**src/sv/u16u8_pkg.sv**
```systemverilog
// Shared types and constants for the UTF-16 to UTF-8 transcoder.
package u16u8_pkg;

    // Input code unit width and the widened sum used when a surrogate pair is joined.
    localparam int unsigned UnitW = 21;
    localparam int unsigned SumW  = 22;

    // Surrogate ranges and plane limits.
    localparam logic [UnitW-1:0] HighFirst  = 21'h00D800;
    localparam logic [UnitW-1:0] HighLast   = 21'h00DBFF;
    localparam logic [SumW-1:0]  PairBias   = 22'h002400;  // 0x10000 - 0xDC00
    localparam logic [SumW-1:0]  MaxCode    = 22'h10FFFF;
    localparam logic [UnitW-1:0] Max1Byte   = 21'h00007F;
    localparam logic [UnitW-1:0] Max2Byte   = 21'h0007FF;
    localparam logic [UnitW-1:0] Max3Byte   = 21'h00FFFF;

    // UTF-8 lead and continuation markers.
    localparam logic [7:0] Lead2Byte = 8'hC0;
    localparam logic [7:0] Lead3Byte = 8'hE0;
    localparam logic [7:0] Lead4Byte = 8'hF0;
    localparam logic [7:0] ContByte  = 8'h80;

    // One encoded code point: up to four bytes, first byte in slot 0.
    typedef struct packed {
        logic [1:0]      last_idx;
        logic [3:0][7:0] bytes;
    } u16u8_entry_t;

    // Status from the front end.
    typedef struct packed {
        logic pending_valid;
    } u16u8_front_stat_t;

    // Status from the back end.
    typedef struct packed {
        logic mid_item;
    } u16u8_back_stat_t;

endpackage

```
**src/sv/u16u8_front.sv**
```systemverilog
// Front end: accepts code units, tracks a held high surrogate and encodes to UTF-8.
module u16u8_front
    import u16u8_pkg::*;
(
    input  logic              aclk,
    input  logic              aresetn,
    input  logic              s_valid,
    output logic              s_ready,
    input  logic [UnitW-1:0]  s_code_unit,
    input  logic              q_full,
    output logic              q_push,
    output u16u8_entry_t      q_entry,
    output u16u8_front_stat_t stat
);

    logic             pending_valid_reg, pending_valid_next;
    logic [9:0]       offset_reg, offset_next;
    logic             is_high;
    logic             accept;
    logic [SumW-1:0]  joined;
    logic [SumW-1:0]  value;
    logic             in_range;

    // Encode a code point that is known to be in range.
    function automatic u16u8_entry_t encode(input logic [UnitW-1:0] v);
        u16u8_entry_t e;
        e.bytes = '0;
        if (v <= Max1Byte) begin
            e.last_idx = 2'd0;
            e.bytes[0] = v[7:0];
        end else if (v <= Max2Byte) begin
            e.last_idx = 2'd1;
            e.bytes[0] = Lead2Byte | {3'b000, v[10:6]};
            e.bytes[1] = ContByte | {2'b00, v[5:0]};
        end else if (v <= Max3Byte) begin
            e.last_idx = 2'd2;
            e.bytes[0] = Lead3Byte | {4'b0000, v[15:12]};
            e.bytes[1] = ContByte | {2'b00, v[11:6]};
            e.bytes[2] = ContByte | {2'b00, v[5:0]};
        end else begin
            e.last_idx = 2'd3;
            e.bytes[0] = Lead4Byte | {5'b00000, v[20:18]};
            e.bytes[1] = ContByte | {2'b00, v[17:12]};
            e.bytes[2] = ContByte | {2'b00, v[11:6]};
            e.bytes[3] = ContByte | {2'b00, v[5:0]};
        end
        return e;
    endfunction

    // Classify the beat and form the code point, joining with a held offset.
    always_comb begin
        is_high  = (s_code_unit >= HighFirst) && (s_code_unit <= HighLast);
        joined   = {2'b00, offset_reg, 10'b0} + {1'b0, s_code_unit} + PairBias;
        value    = pending_valid_reg ? joined : {1'b0, s_code_unit};
        in_range = (value <= MaxCode);
        s_ready  = !q_full;
        accept   = s_valid && s_ready;
        q_push   = accept && !is_high && in_range;
        q_entry  = encode(value[UnitW-1:0]);
        stat.pending_valid = pending_valid_reg;
    end

    // A high surrogate is held; any other beat consumes and clears the hold.
    always_comb begin
        pending_valid_next = pending_valid_reg;
        offset_next        = offset_reg;
        if (accept) begin
            if (is_high) begin
                pending_valid_next = 1'b1;
                offset_next        = s_code_unit[9:0];
            end else begin
                pending_valid_next = 1'b0;
                offset_next        = '0;
            end
        end
    end

    always_ff @(posedge aclk) begin
        if (!aresetn) begin
            pending_valid_reg <= 1'b0;
            offset_reg        <= '0;
        end else begin
            pending_valid_reg <= pending_valid_next;
            offset_reg        <= offset_next;
        end
    end

endmodule

```
**src/sv/u16u8_queue.sv**
```systemverilog
// Short first-in first-out queue of encoded code points between front and back.
module u16u8_queue
    import u16u8_pkg::*;
#(
    parameter int unsigned DEPTH = 2
) (
    input  logic         aclk,
    input  logic         aresetn,
    input  logic         push,
    input  u16u8_entry_t push_entry,
    input  logic         pop,
    output u16u8_entry_t head,
    output logic         empty,
    output logic         full
);

    localparam int unsigned PtrW = $clog2(DEPTH);
    localparam int unsigned CntW = $clog2(DEPTH + 1);
    localparam logic [PtrW-1:0] LastPtr = PtrW'(DEPTH - 1);
    localparam logic [CntW-1:0] FullCnt = CntW'(DEPTH);

    u16u8_entry_t    entries_reg [DEPTH];
    logic [PtrW-1:0] wr_ptr_reg, wr_ptr_next;
    logic [PtrW-1:0] rd_ptr_reg, rd_ptr_next;
    logic [CntW-1:0] count_reg, count_next;

    // Pointer and fill-count updates.
    always_comb begin
        empty       = (count_reg == '0);
        full        = (count_reg == FullCnt);
        head        = entries_reg[rd_ptr_reg];
        wr_ptr_next = wr_ptr_reg;
        rd_ptr_next = rd_ptr_reg;
        count_next  = count_reg;
        if (push) begin
            wr_ptr_next = (wr_ptr_reg == LastPtr) ? '0 : wr_ptr_reg + 1'b1;
        end
        if (pop) begin
            rd_ptr_next = (rd_ptr_reg == LastPtr) ? '0 : rd_ptr_reg + 1'b1;
        end
        if (push && !pop) begin
            count_next = count_reg + 1'b1;
        end else if (pop && !push) begin
            count_next = count_reg - 1'b1;
        end
    end

    always_ff @(posedge aclk) begin
        if (!aresetn) begin
            wr_ptr_reg <= '0;
            rd_ptr_reg <= '0;
            count_reg  <= '0;
        end else begin
            wr_ptr_reg <= wr_ptr_next;
            rd_ptr_reg <= rd_ptr_next;
            count_reg  <= count_next;
        end
    end

    // Entry storage needs no reset.
    always_ff @(posedge aclk) begin
        if (push) begin
            entries_reg[wr_ptr_reg] <= push_entry;
        end
    end

endmodule

```
**src/sv/u16u8_back.sv**
```systemverilog
// Back end: walks the bytes of the queue head into a registered output beat.
module u16u8_back
    import u16u8_pkg::*;
(
    input  logic             aclk,
    input  logic             aresetn,
    input  u16u8_entry_t     head,
    input  logic             q_empty,
    output logic             q_pop,
    output logic             m_valid,
    input  logic             m_ready,
    output logic [7:0]       m_out_byte,
    output logic             m_last_byte,
    output u16u8_back_stat_t stat
);

    logic       valid_reg, valid_next;
    logic [7:0] byte_reg, byte_next;
    logic       last_reg, last_next;
    logic [1:0] idx_reg, idx_next;
    logic       load;
    logic       at_last;

    // Load the next byte whenever the queue is not empty and the output register is free or being drained.
    always_comb begin
        load       = !q_empty && (!valid_reg || m_ready);
        at_last    = (idx_reg == head.last_idx);
        q_pop      = load && at_last;
        valid_next = load ? 1'b1 : (m_ready ? 1'b0 : valid_reg);
        byte_next  = byte_reg;
        last_next  = last_reg;
        idx_next   = idx_reg;
        if (load) begin
            byte_next = head.bytes[idx_reg];
            last_next = at_last;
            idx_next  = at_last ? 2'd0 : idx_reg + 2'd1;
        end
    end

    always_ff @(posedge aclk) begin
        if (!aresetn) begin
            valid_reg <= 1'b0;
            idx_reg   <= '0;
        end else begin
            valid_reg <= valid_next;
            idx_reg   <= idx_next;
        end
    end

    // Output payload needs no reset.
    always_ff @(posedge aclk) begin
        byte_reg <= byte_next;
        last_reg <= last_next;
    end

    assign m_valid       = valid_reg;
    assign m_out_byte    = byte_reg;
    assign m_last_byte   = last_reg;
    assign stat.mid_item = (idx_reg != 2'd0);

endmodule

```
**src/sv/utf16_to_utf8_transcoder.sv**
```systemverilog
// The first UTF-8 byte of an accepted item is written to the queue and then loaded into
// the output register before it is shown. Throughput: the output port moves one byte per
// cycle while the queue is not empty and m_ready is high; the queue of QUEUE_DEPTH items
// lets input run ahead. High surrogates and out-of-range values are consumed on input and
// produce no bytes. Reset (aresetn, synchronous, active low) clears the held surrogate,
// the queue and the output valid flag, after which s_ready is high.
module utf16_to_utf8_transcoder
    import u16u8_pkg::*;
#(
    parameter int unsigned QUEUE_DEPTH = 2
) (
    input  logic             aclk,
    input  logic             aresetn,
    input  logic             s_valid,
    output logic             s_ready,
    input  logic [UnitW-1:0] s_code_unit,
    output logic             m_valid,
    input  logic             m_ready,
    output logic [7:0]       m_out_byte,
    output logic             m_last_byte
);

    u16u8_entry_t      push_entry;
    u16u8_entry_t      head;
    logic              q_push;
    logic              q_pop;
    logic              q_empty;
    logic              q_full;
    u16u8_front_stat_t front_stat;
    u16u8_back_stat_t  back_stat;

    // Classification, surrogate joining and encoding.
    u16u8_front u_front (
        .aclk        (aclk),
        .aresetn     (aresetn),
        .s_valid     (s_valid),
        .s_ready     (s_ready),
        .s_code_unit (s_code_unit),
        .q_full      (q_full),
        .q_push      (q_push),
        .q_entry     (push_entry),
        .stat        (front_stat)
    );

    // Decoupling queue.
    u16u8_queue #(
        .DEPTH (QUEUE_DEPTH)
    ) u_queue (
        .aclk       (aclk),
        .aresetn    (aresetn),
        .push       (q_push),
        .push_entry (push_entry),
        .pop        (q_pop),
        .head       (head),
        .empty      (q_empty),
        .full       (q_full)
    );

    // Byte serializer with output register.
    u16u8_back u_back (
        .aclk        (aclk),
        .aresetn     (aresetn),
        .head        (head),
        .q_empty     (q_empty),
        .q_pop       (q_pop),
        .m_valid     (m_valid),
        .m_ready     (m_ready),
        .m_out_byte  (m_out_byte),
        .m_last_byte (m_last_byte),
        .stat        (back_stat)
    );

    // An accepted high surrogate is held for the next beat.
    a_high_held: assert property (@(posedge aclk) disable iff (!aresetn)
        (s_valid && s_ready && (s_code_unit >= HighFirst) && (s_code_unit <= HighLast))
        |=> front_stat.pending_valid)
        else $error("high surrogate was not held");

    // The serializer is only part way through an item while that item sits in the queue.
    a_mid_item_queued: assert property (@(posedge aclk) disable iff (!aresetn)
        back_stat.mid_item |-> !q_empty)
        else $error("serializer mid item with empty queue");

    // A non-final byte taken is always followed at once by the next byte of that item.
    a_item_contiguous: assert property (@(posedge aclk) disable iff (!aresetn)
        (m_valid && m_ready && !m_last_byte) |=> m_valid)
        else $error("gap inside an encoded item");

endmodule
```
**config.mk**
```make
export PLATFORM = sky130hd
export DESIGN_NAME = utf16_to_utf8_transcoder
export DESIGN_NICKNAME = d
export VERILOG_FILES = /design/src/sv/u16u8_pkg.sv /design/src/sv/u16u8_front.sv /design/src/sv/u16u8_queue.sv /design/src/sv/u16u8_back.sv /design/src/sv/utf16_to_utf8_transcoder.sv
export SDC_FILE = /design/constraint.sdc
export NUM_CORES = 1
export LEC_CHECK = 0
export BUFFER_PORTS_ARGS = -buffer_cell sky130_fd_sc_hd__buf_2
export CAP_MARGIN = 10
export CORE_UTILIZATION = 60
export DETAILED_ROUTE_END_ITERATION = 8
export PLACE_DENSITY_LB_ADDON = 0.05
export SLEW_MARGIN = 5
export SYNTH_ARGS = -nofsm -noshare
export SYNTH_HDL_FRONTEND = slang
export SYNTH_SLANG_ARGS = --single-unit
```
**constraint.sdc**
```tcl
create_clock -name aclk -period 5.8 [get_ports aclk]
set_input_delay 0.29 -clock aclk [delete_from_list [all_inputs] [get_ports aclk]]
set_output_delay 0.29 -clock aclk [all_outputs]
set_load 0.03 [all_outputs]
```
---- Yosys cells after proc, flatten, opt, wreduce, memory -nomap -nowiden ----
Memories as Yosys holds them, arrays and structs flattened. A register that Yosys moved wholly into a read port is not among the register bits.
Cells that the tools add are included.
word-level totals
  memories kept ........................... 1
  word-level logic and storage cells ...... 69
  memory bits (writable) .................. 68
  bits in registers ....................... 27
  output and inout port bits .............. 11
operators by class
  magnitude comparators ................... 7
  equality and inequality tests ........... 2
  reductions and logical operators ........ 18
  add/sub/neg operators ................... 7
  muxes and demuxes ....................... 25
memories
  name                 depth  bits a word  rd ports  clocked after memory_dff  wr ports  RTL line           source
  u_queue.entries_reg  2      34           1         1                         1         u16u8_queue.sv:22  u16u8_entry_t entries_reg [DEPTH];
operator list
  cell                      count
  $mux W22                  2
  $le A21 B16 Y1 const B    2
  $mux W16                  2
  $mux W24                  1
  $mux W8                   3
  $add A20 B21 Y22          1
  $add A22 B14 Y22 const B  1
  $le A22 B21 Y1 const B    1
  $ge A21 B16 Y1 const B    1
  $le A21 B11 Y1 const B    1
  $le A21 B7 Y1 const B     1
  $bmux W8 S2               1
  $mux W1                   10
  $mux W10                  1
  $mux W2                   5
  $logic_and A1 B1 Y1       8
  $logic_not A1 Y1          6
  $add A2 B1 Y2 const B     2
  $reduce_bool A2 Y1        2
  $lt A2 B3 Y1 const B      1
  $add A1 B1 Y1 const B     2
  $eq A2 B2 Y1              1
  $eq A2 B2 Y1 const B      1
  $logic_not A2 Y1          1
  other kinds (2)           2

---- Logic depth before layout (Yosys ltp) ----
  depth in word-level cells ............... 9
  mapped depth ............................ 16
  gate-level depth less buffers ........... 16

---- Cells and area by module ----
A second synthesis with hierarchy kept.
unflattened totals
  cell total of the unflattened synthesis .. 428
  area total of the unflattened synthesis .. 5142.4 um^2
by module, submodules not included
  module       area an instance (um^2)  cells each  seq. area each (um^2)  instances
  u16u8_queue  2671.3                   128         2142.1                 1
  u16u8_front  1819.2                   258         220.2                  1
  u16u8_back   651.9                    42          330.3                  1

---- Worst setup path after synthesis ----
OpenSTA, ideal clock, no wires.
  path kind ............................... reg-to-reg
  from .................................... register u_front.offset_reg[1]
  to ...................................... memory u_queue.entries_reg[0][0] (netlist name) (enable)
  cell stages (with the launch flop) ...... 12
  slack ................................... 1.411 ns
  data arrival time ....................... 3.968 ns
  clock period less this slack ............ 4.389 ns
  cells stage by stage .................... dfxtp_1 -> ha_1 -> ha_1 -> inv_1 -> fa_1 -> nor2b_1 -> o21ai_0 -> a211oi_2 -> o211a_1 -> nand2_1 -> a2111oi_2 -> nor2b_1
on the way
  cells in the longest elaborated chain, start to end .. 7
RTL lines
  element                        RTL line                        source
  from (decl)                    u16u8_front.sv:17               logic [9:0] offset_reg, offset_next;
  from (signal assigned)         u16u8_front.sv:84               offset_reg <= offset_next;
  $add A20 B21 Y22               u16u8_front.sv:53               joined = {2'b00, offset_reg, 10'b0} + {1'b0, s_code_unit} + PairBias;
  $add A22 B14 Y22               u16u8_front.sv:53
  $mux W22                       u16u8_front.sv:54               value = pending_valid_reg ? joined : {1'b0, s_code_unit};
  $le A22 B21 Y1                 u16u8_front.sv:55               in_range = (value <= MaxCode);
  $logic_and A1 B1 Y1            u16u8_front.sv:58               q_push = accept && !is_high && in_range;
  via q_push                     utf16_to_utf8_transcoder.sv:25  logic q_push;
  $mux W1                        u16u8_queue.sv:62               if (push) begin
  $mux W1 (implied by the code)  u16u8_queue.sv:63               entries_reg[wr_ptr_reg] <= push_entry;
  to (decl)                      u16u8_queue.sv:22
The timed path passes the listed nets, and every way through them passes these cells.

==> impl_metrics.csv <==
group,metric,value,unit
placement,dp_hpwl,6988,um
clock_tree,clock_sinks,88,
final_layout,syn_to_final_growth,10.85,%
route,num_vias,3196,
die,ioPinCount,36,
setup_path,cp-end-kind,"flip-flop",
clock_tree,cts.root.buffer_cell,"clkbuf_8",
placement,numPortBuffers,35,
synth,synth_top_area_share,0.4471,
final_layout,largest_reg_flops,60,
clock_tree,numCtsBuffers,9,
synth,syn_area,4634,um2
run,maxCapViolCount,0,
route,dr.pass1.iters,5,
final_layout,nNetsFinal,474,
power,pwr_density_cell,292.4,nW/um2
synth,synthCells,395,
setup_path,critPathRequiredTime,5.91,ns
synth,avgSynthCellArea,11.73,um2
die,start_util,0.6289,
die,die-height,89.89,um
power,p_int,1.112,mW
synth,ys_warn_count,0,
route,drt-initial-drc-count,233,
final_layout,drive_above_1_share,0.2014,
synth,yosys_register_bits,88,
clock_tree,hold_buffers,0,
setup_path,arrival,4.20,ns
setup_path,rr_endpoint,"u_queue.entries_reg[1][6]",
setup_path,crit_top_cell,"inv_1",
global_routing,overflow,0,
setup_path,worst-path-buf-inv,4,
synth,ys.flop_type,"edfxtp_1",
synth,synth_edf_count,69,
setup_path,path_class,"flip-flop to flip-flop",
clock_tree,h-tree-depth,3,
setup_path,worst_setup_path_start_kind,"flip-flop",
sta,finalCriticalPeriod,4.089,ns
die,row_count,31,
final_layout,design_area,5137,um2
clock_tree,path_clk_slew,0.09,ns
setup_path,path_delay_family,"simple AND/OR/NAND/NOR gates",
setup_path,cpMaxStageDelayCell,"and3b_1",
die,die_x,89.89,um
setup_path,reg2reg_depth,14,
clock_tree,cts_tree,"built",
sta,setup_viol,0,
final_layout,final_util,0.6971,
route,postRouteAntennaNets,0,
synth,synth.most_common_cell,"edfxtp_1",
power,ir_worst_vdd,0.1520,mV
synth,synth_cell_types,62,
synth,seq_area_frac_synth,0.5292,
setup_path,r2r_start,"u_front.offset_reg[0]",
sta,slew_headroom,0.3441,
route,wl,9661,um
global_routing,grt_pass1_wl,15820,um
die,dieArea,8079,um2
clock_tree,post_cts_buffers,0,
route,route.detailed.drc,0,
power,p_sw_frac,0.2600,
synth,yosys-top-cells-count,"edfxtp_1 (69), nand2_1 (38), a21oi_1 (30), nor2_1 (23)",
sta,finClkSkew,0.01120,ns
synth,synthTopCellsByArea,"edfxtp_1 (45%), dfxtp_1 (8.2%), mux4_2 (6.3%)",
clock_tree,cts-resized-gates,0,
global_routing,antenna_found_initial,0,
clock_tree,clk_path_buf_depth,2,
die,coreArea,7370,um2
setup_path,worst-path-max-fanout,19,
power,p_clk_frac,0.343,
sta,slew_violations,0,
setup_path,r2r_slack,1.71,ns
global_routing,grt_usage,0.2571,
sta,maxClockFrequency,244.5,MHz
final_layout,antenna_cells,0,
worst_hold_path,min_from,"aresetn",
synth,syn-num-nets,442,
sta,hold_viol,0,
global_routing,grt_pass1_vias,3120,
route,wl_per_cell,18.19,um
global_routing,grt_max_degree,32,
placement,dpl_cell_area,4883,um2
sta,worst_slew_pin_slew,0.9803,ns
synth,yosys.area.top_type,"edfxtp_1",
placement,place_congestion,0.9633,
synth,async_reset_ff_frac,0,
worst_hold_path,hold_path_class,"primary input to flip-flop",
outcome,status,"completed",
power,leakage,1.815,nW
power,seq_power_share,0.505,
route,vias_per_cell,6.019,
setup_path,cp_cell_sequence,"inv_1, ha_1, inv_1, ha_1, inv_1, fa_1, nor2b_1, o211ai_1, a31oi_1, o211a_1, and3b_1, inv_2, or3_4, or2_1",
clock_tree,clk_latency,0.36,ns
power,power_switching,0.3906,mW
setup_path,max_stage_delay,0.64,ns
worst_hold_path,hold-path-cell-count,3,
sta,setup_tns,0,ns
placement,dp_slack,1.672,ns
sta,rsz0062_at_grt,"no",
final_layout,nFillCells,569,
worst_hold_path,holdPathEnd,"u_queue.wr_ptr_reg",
sta,setup_ws,1.711,ns
sta,post-route-period-util,0.7051,
power,power.share.combinational,0.152,
==> power groups by stage <==
stage	combinational (mW)	clock [mW]	sequential (mW)
3_5_place_dp	0.227	0	0.774
2_1_floorplan	0.142	0	0.788
4_1_cts	0.229	0.523	0.759
3_3_place_gp	0.223	0	0.771
6_report	0.228	0.516	0.758
5_1_grt	0.248	0.549	0.763
==> through the flow <==
step	cells	hold WS [ns]	power, mW
6_report	531	0.2082	1.502
5_1_grt	531	0.2162	1.560
4_1_cts	530	0.1957	1.511
3_5_place_dp	514	0.4529	1.001
3_3_place_gp	514	0.4415	0.9948
2_1_floorplan	395	0.4319	0.9293
==> layout make-up <==
| cell class | instances | area, um2 | share of cell area |
|---|---|---|---|
| repair buffers | 40 | 210.2 | 0.04092 |
| clock inverters | 7 | 125.1 | 0.02435 |
| clock buffers | 9 | 123.9 | 0.02411 |
| inverters | 16 | 60.06 | 0.01169 |
| well taps | 99 | 123.9 | 0.02411 |
| flip-flops and latches | 88 | 2452 | 0.4773 |
| multi-input cells | 272 | 2042 | 0.3975 |
==> cell usage in the layout, fill, tap and decap left out, types with 4 or more instances in the layout <==
cell | netlist | layout
clkbuf_8 | 0 | 9
ha_1 | 21 | 21
mux4_2 | 13 | 13
nor2b_1 | 7 | 6
mux2_2 | 8 | 8
nand2b_1 | 5 | 5
o211ai_1 | 4 | 4
buf_2 | 5 | 35
nor2_1 | 23 | 23
buf_4 | 1 | 4
o21ai_1 | 5 | 5
nor3_1 | 5 | 5
inv_1 | 14 | 14
edfxtp_1 | 69 | 69
nand2_1 | 38 | 38
mux2i_1 | 10 | 10
nand3_1 | 21 | 21
and2_1 | 10 | 10
o21ai_0 | 14 | 14
a21oi_1 | 30 | 30
dfxtp_1 | 19 | 19
==> routing by layer <==
layer,routed length (um),share of wire,GRT usage,up-vias
li1,-,-,-,1547
met1,4346,0.45,0.3364,1548
met4,155,0.016,0.09274,0
met5,0,0,0,-
met2,4780,0.49,0.4340,89
met3,379,0.039,0.04399,12
==> tightest hold or removal path: stages <==
cell and delay, ns:
buf_2 0.11, nand2_1 0.06, mux2i_1 0.05
==> how the worst max path moves through the flow <==
| stage | from | endpoint | depth (start not counted) |
|---|---|---|---|
| 2_1_floorplan | u_front.offset_reg[1] | u_queue.entries_reg[0][0] | 11 |
| 3_3_place_gp | s_code_unit[10] | u_queue.entries_reg[0][6] | 15 |
| 3_5_place_dp | s_code_unit[10] | u_queue.entries_reg[0][6] | 15 |
| 4_1_cts | u_front.offset_reg[0] | u_queue.entries_reg[1][6] | 14 |
| 5_1_grt | u_front.offset_reg[0] | u_queue.entries_reg[1][6] | 14 |
| 6_report | u_front.offset_reg[0] | u_queue.entries_reg[1][6] | 14 |
==> cell families after synthesis <==
logic type	share of synthesized area
buf+inv	0.03212
compound gates	0.1166
xor+xnor	0.01134
mux	0.1042
flops	0.5292
fa+ha+maj	0.06101
simple gates	0.1455
(Power assumes the default switching activity.)
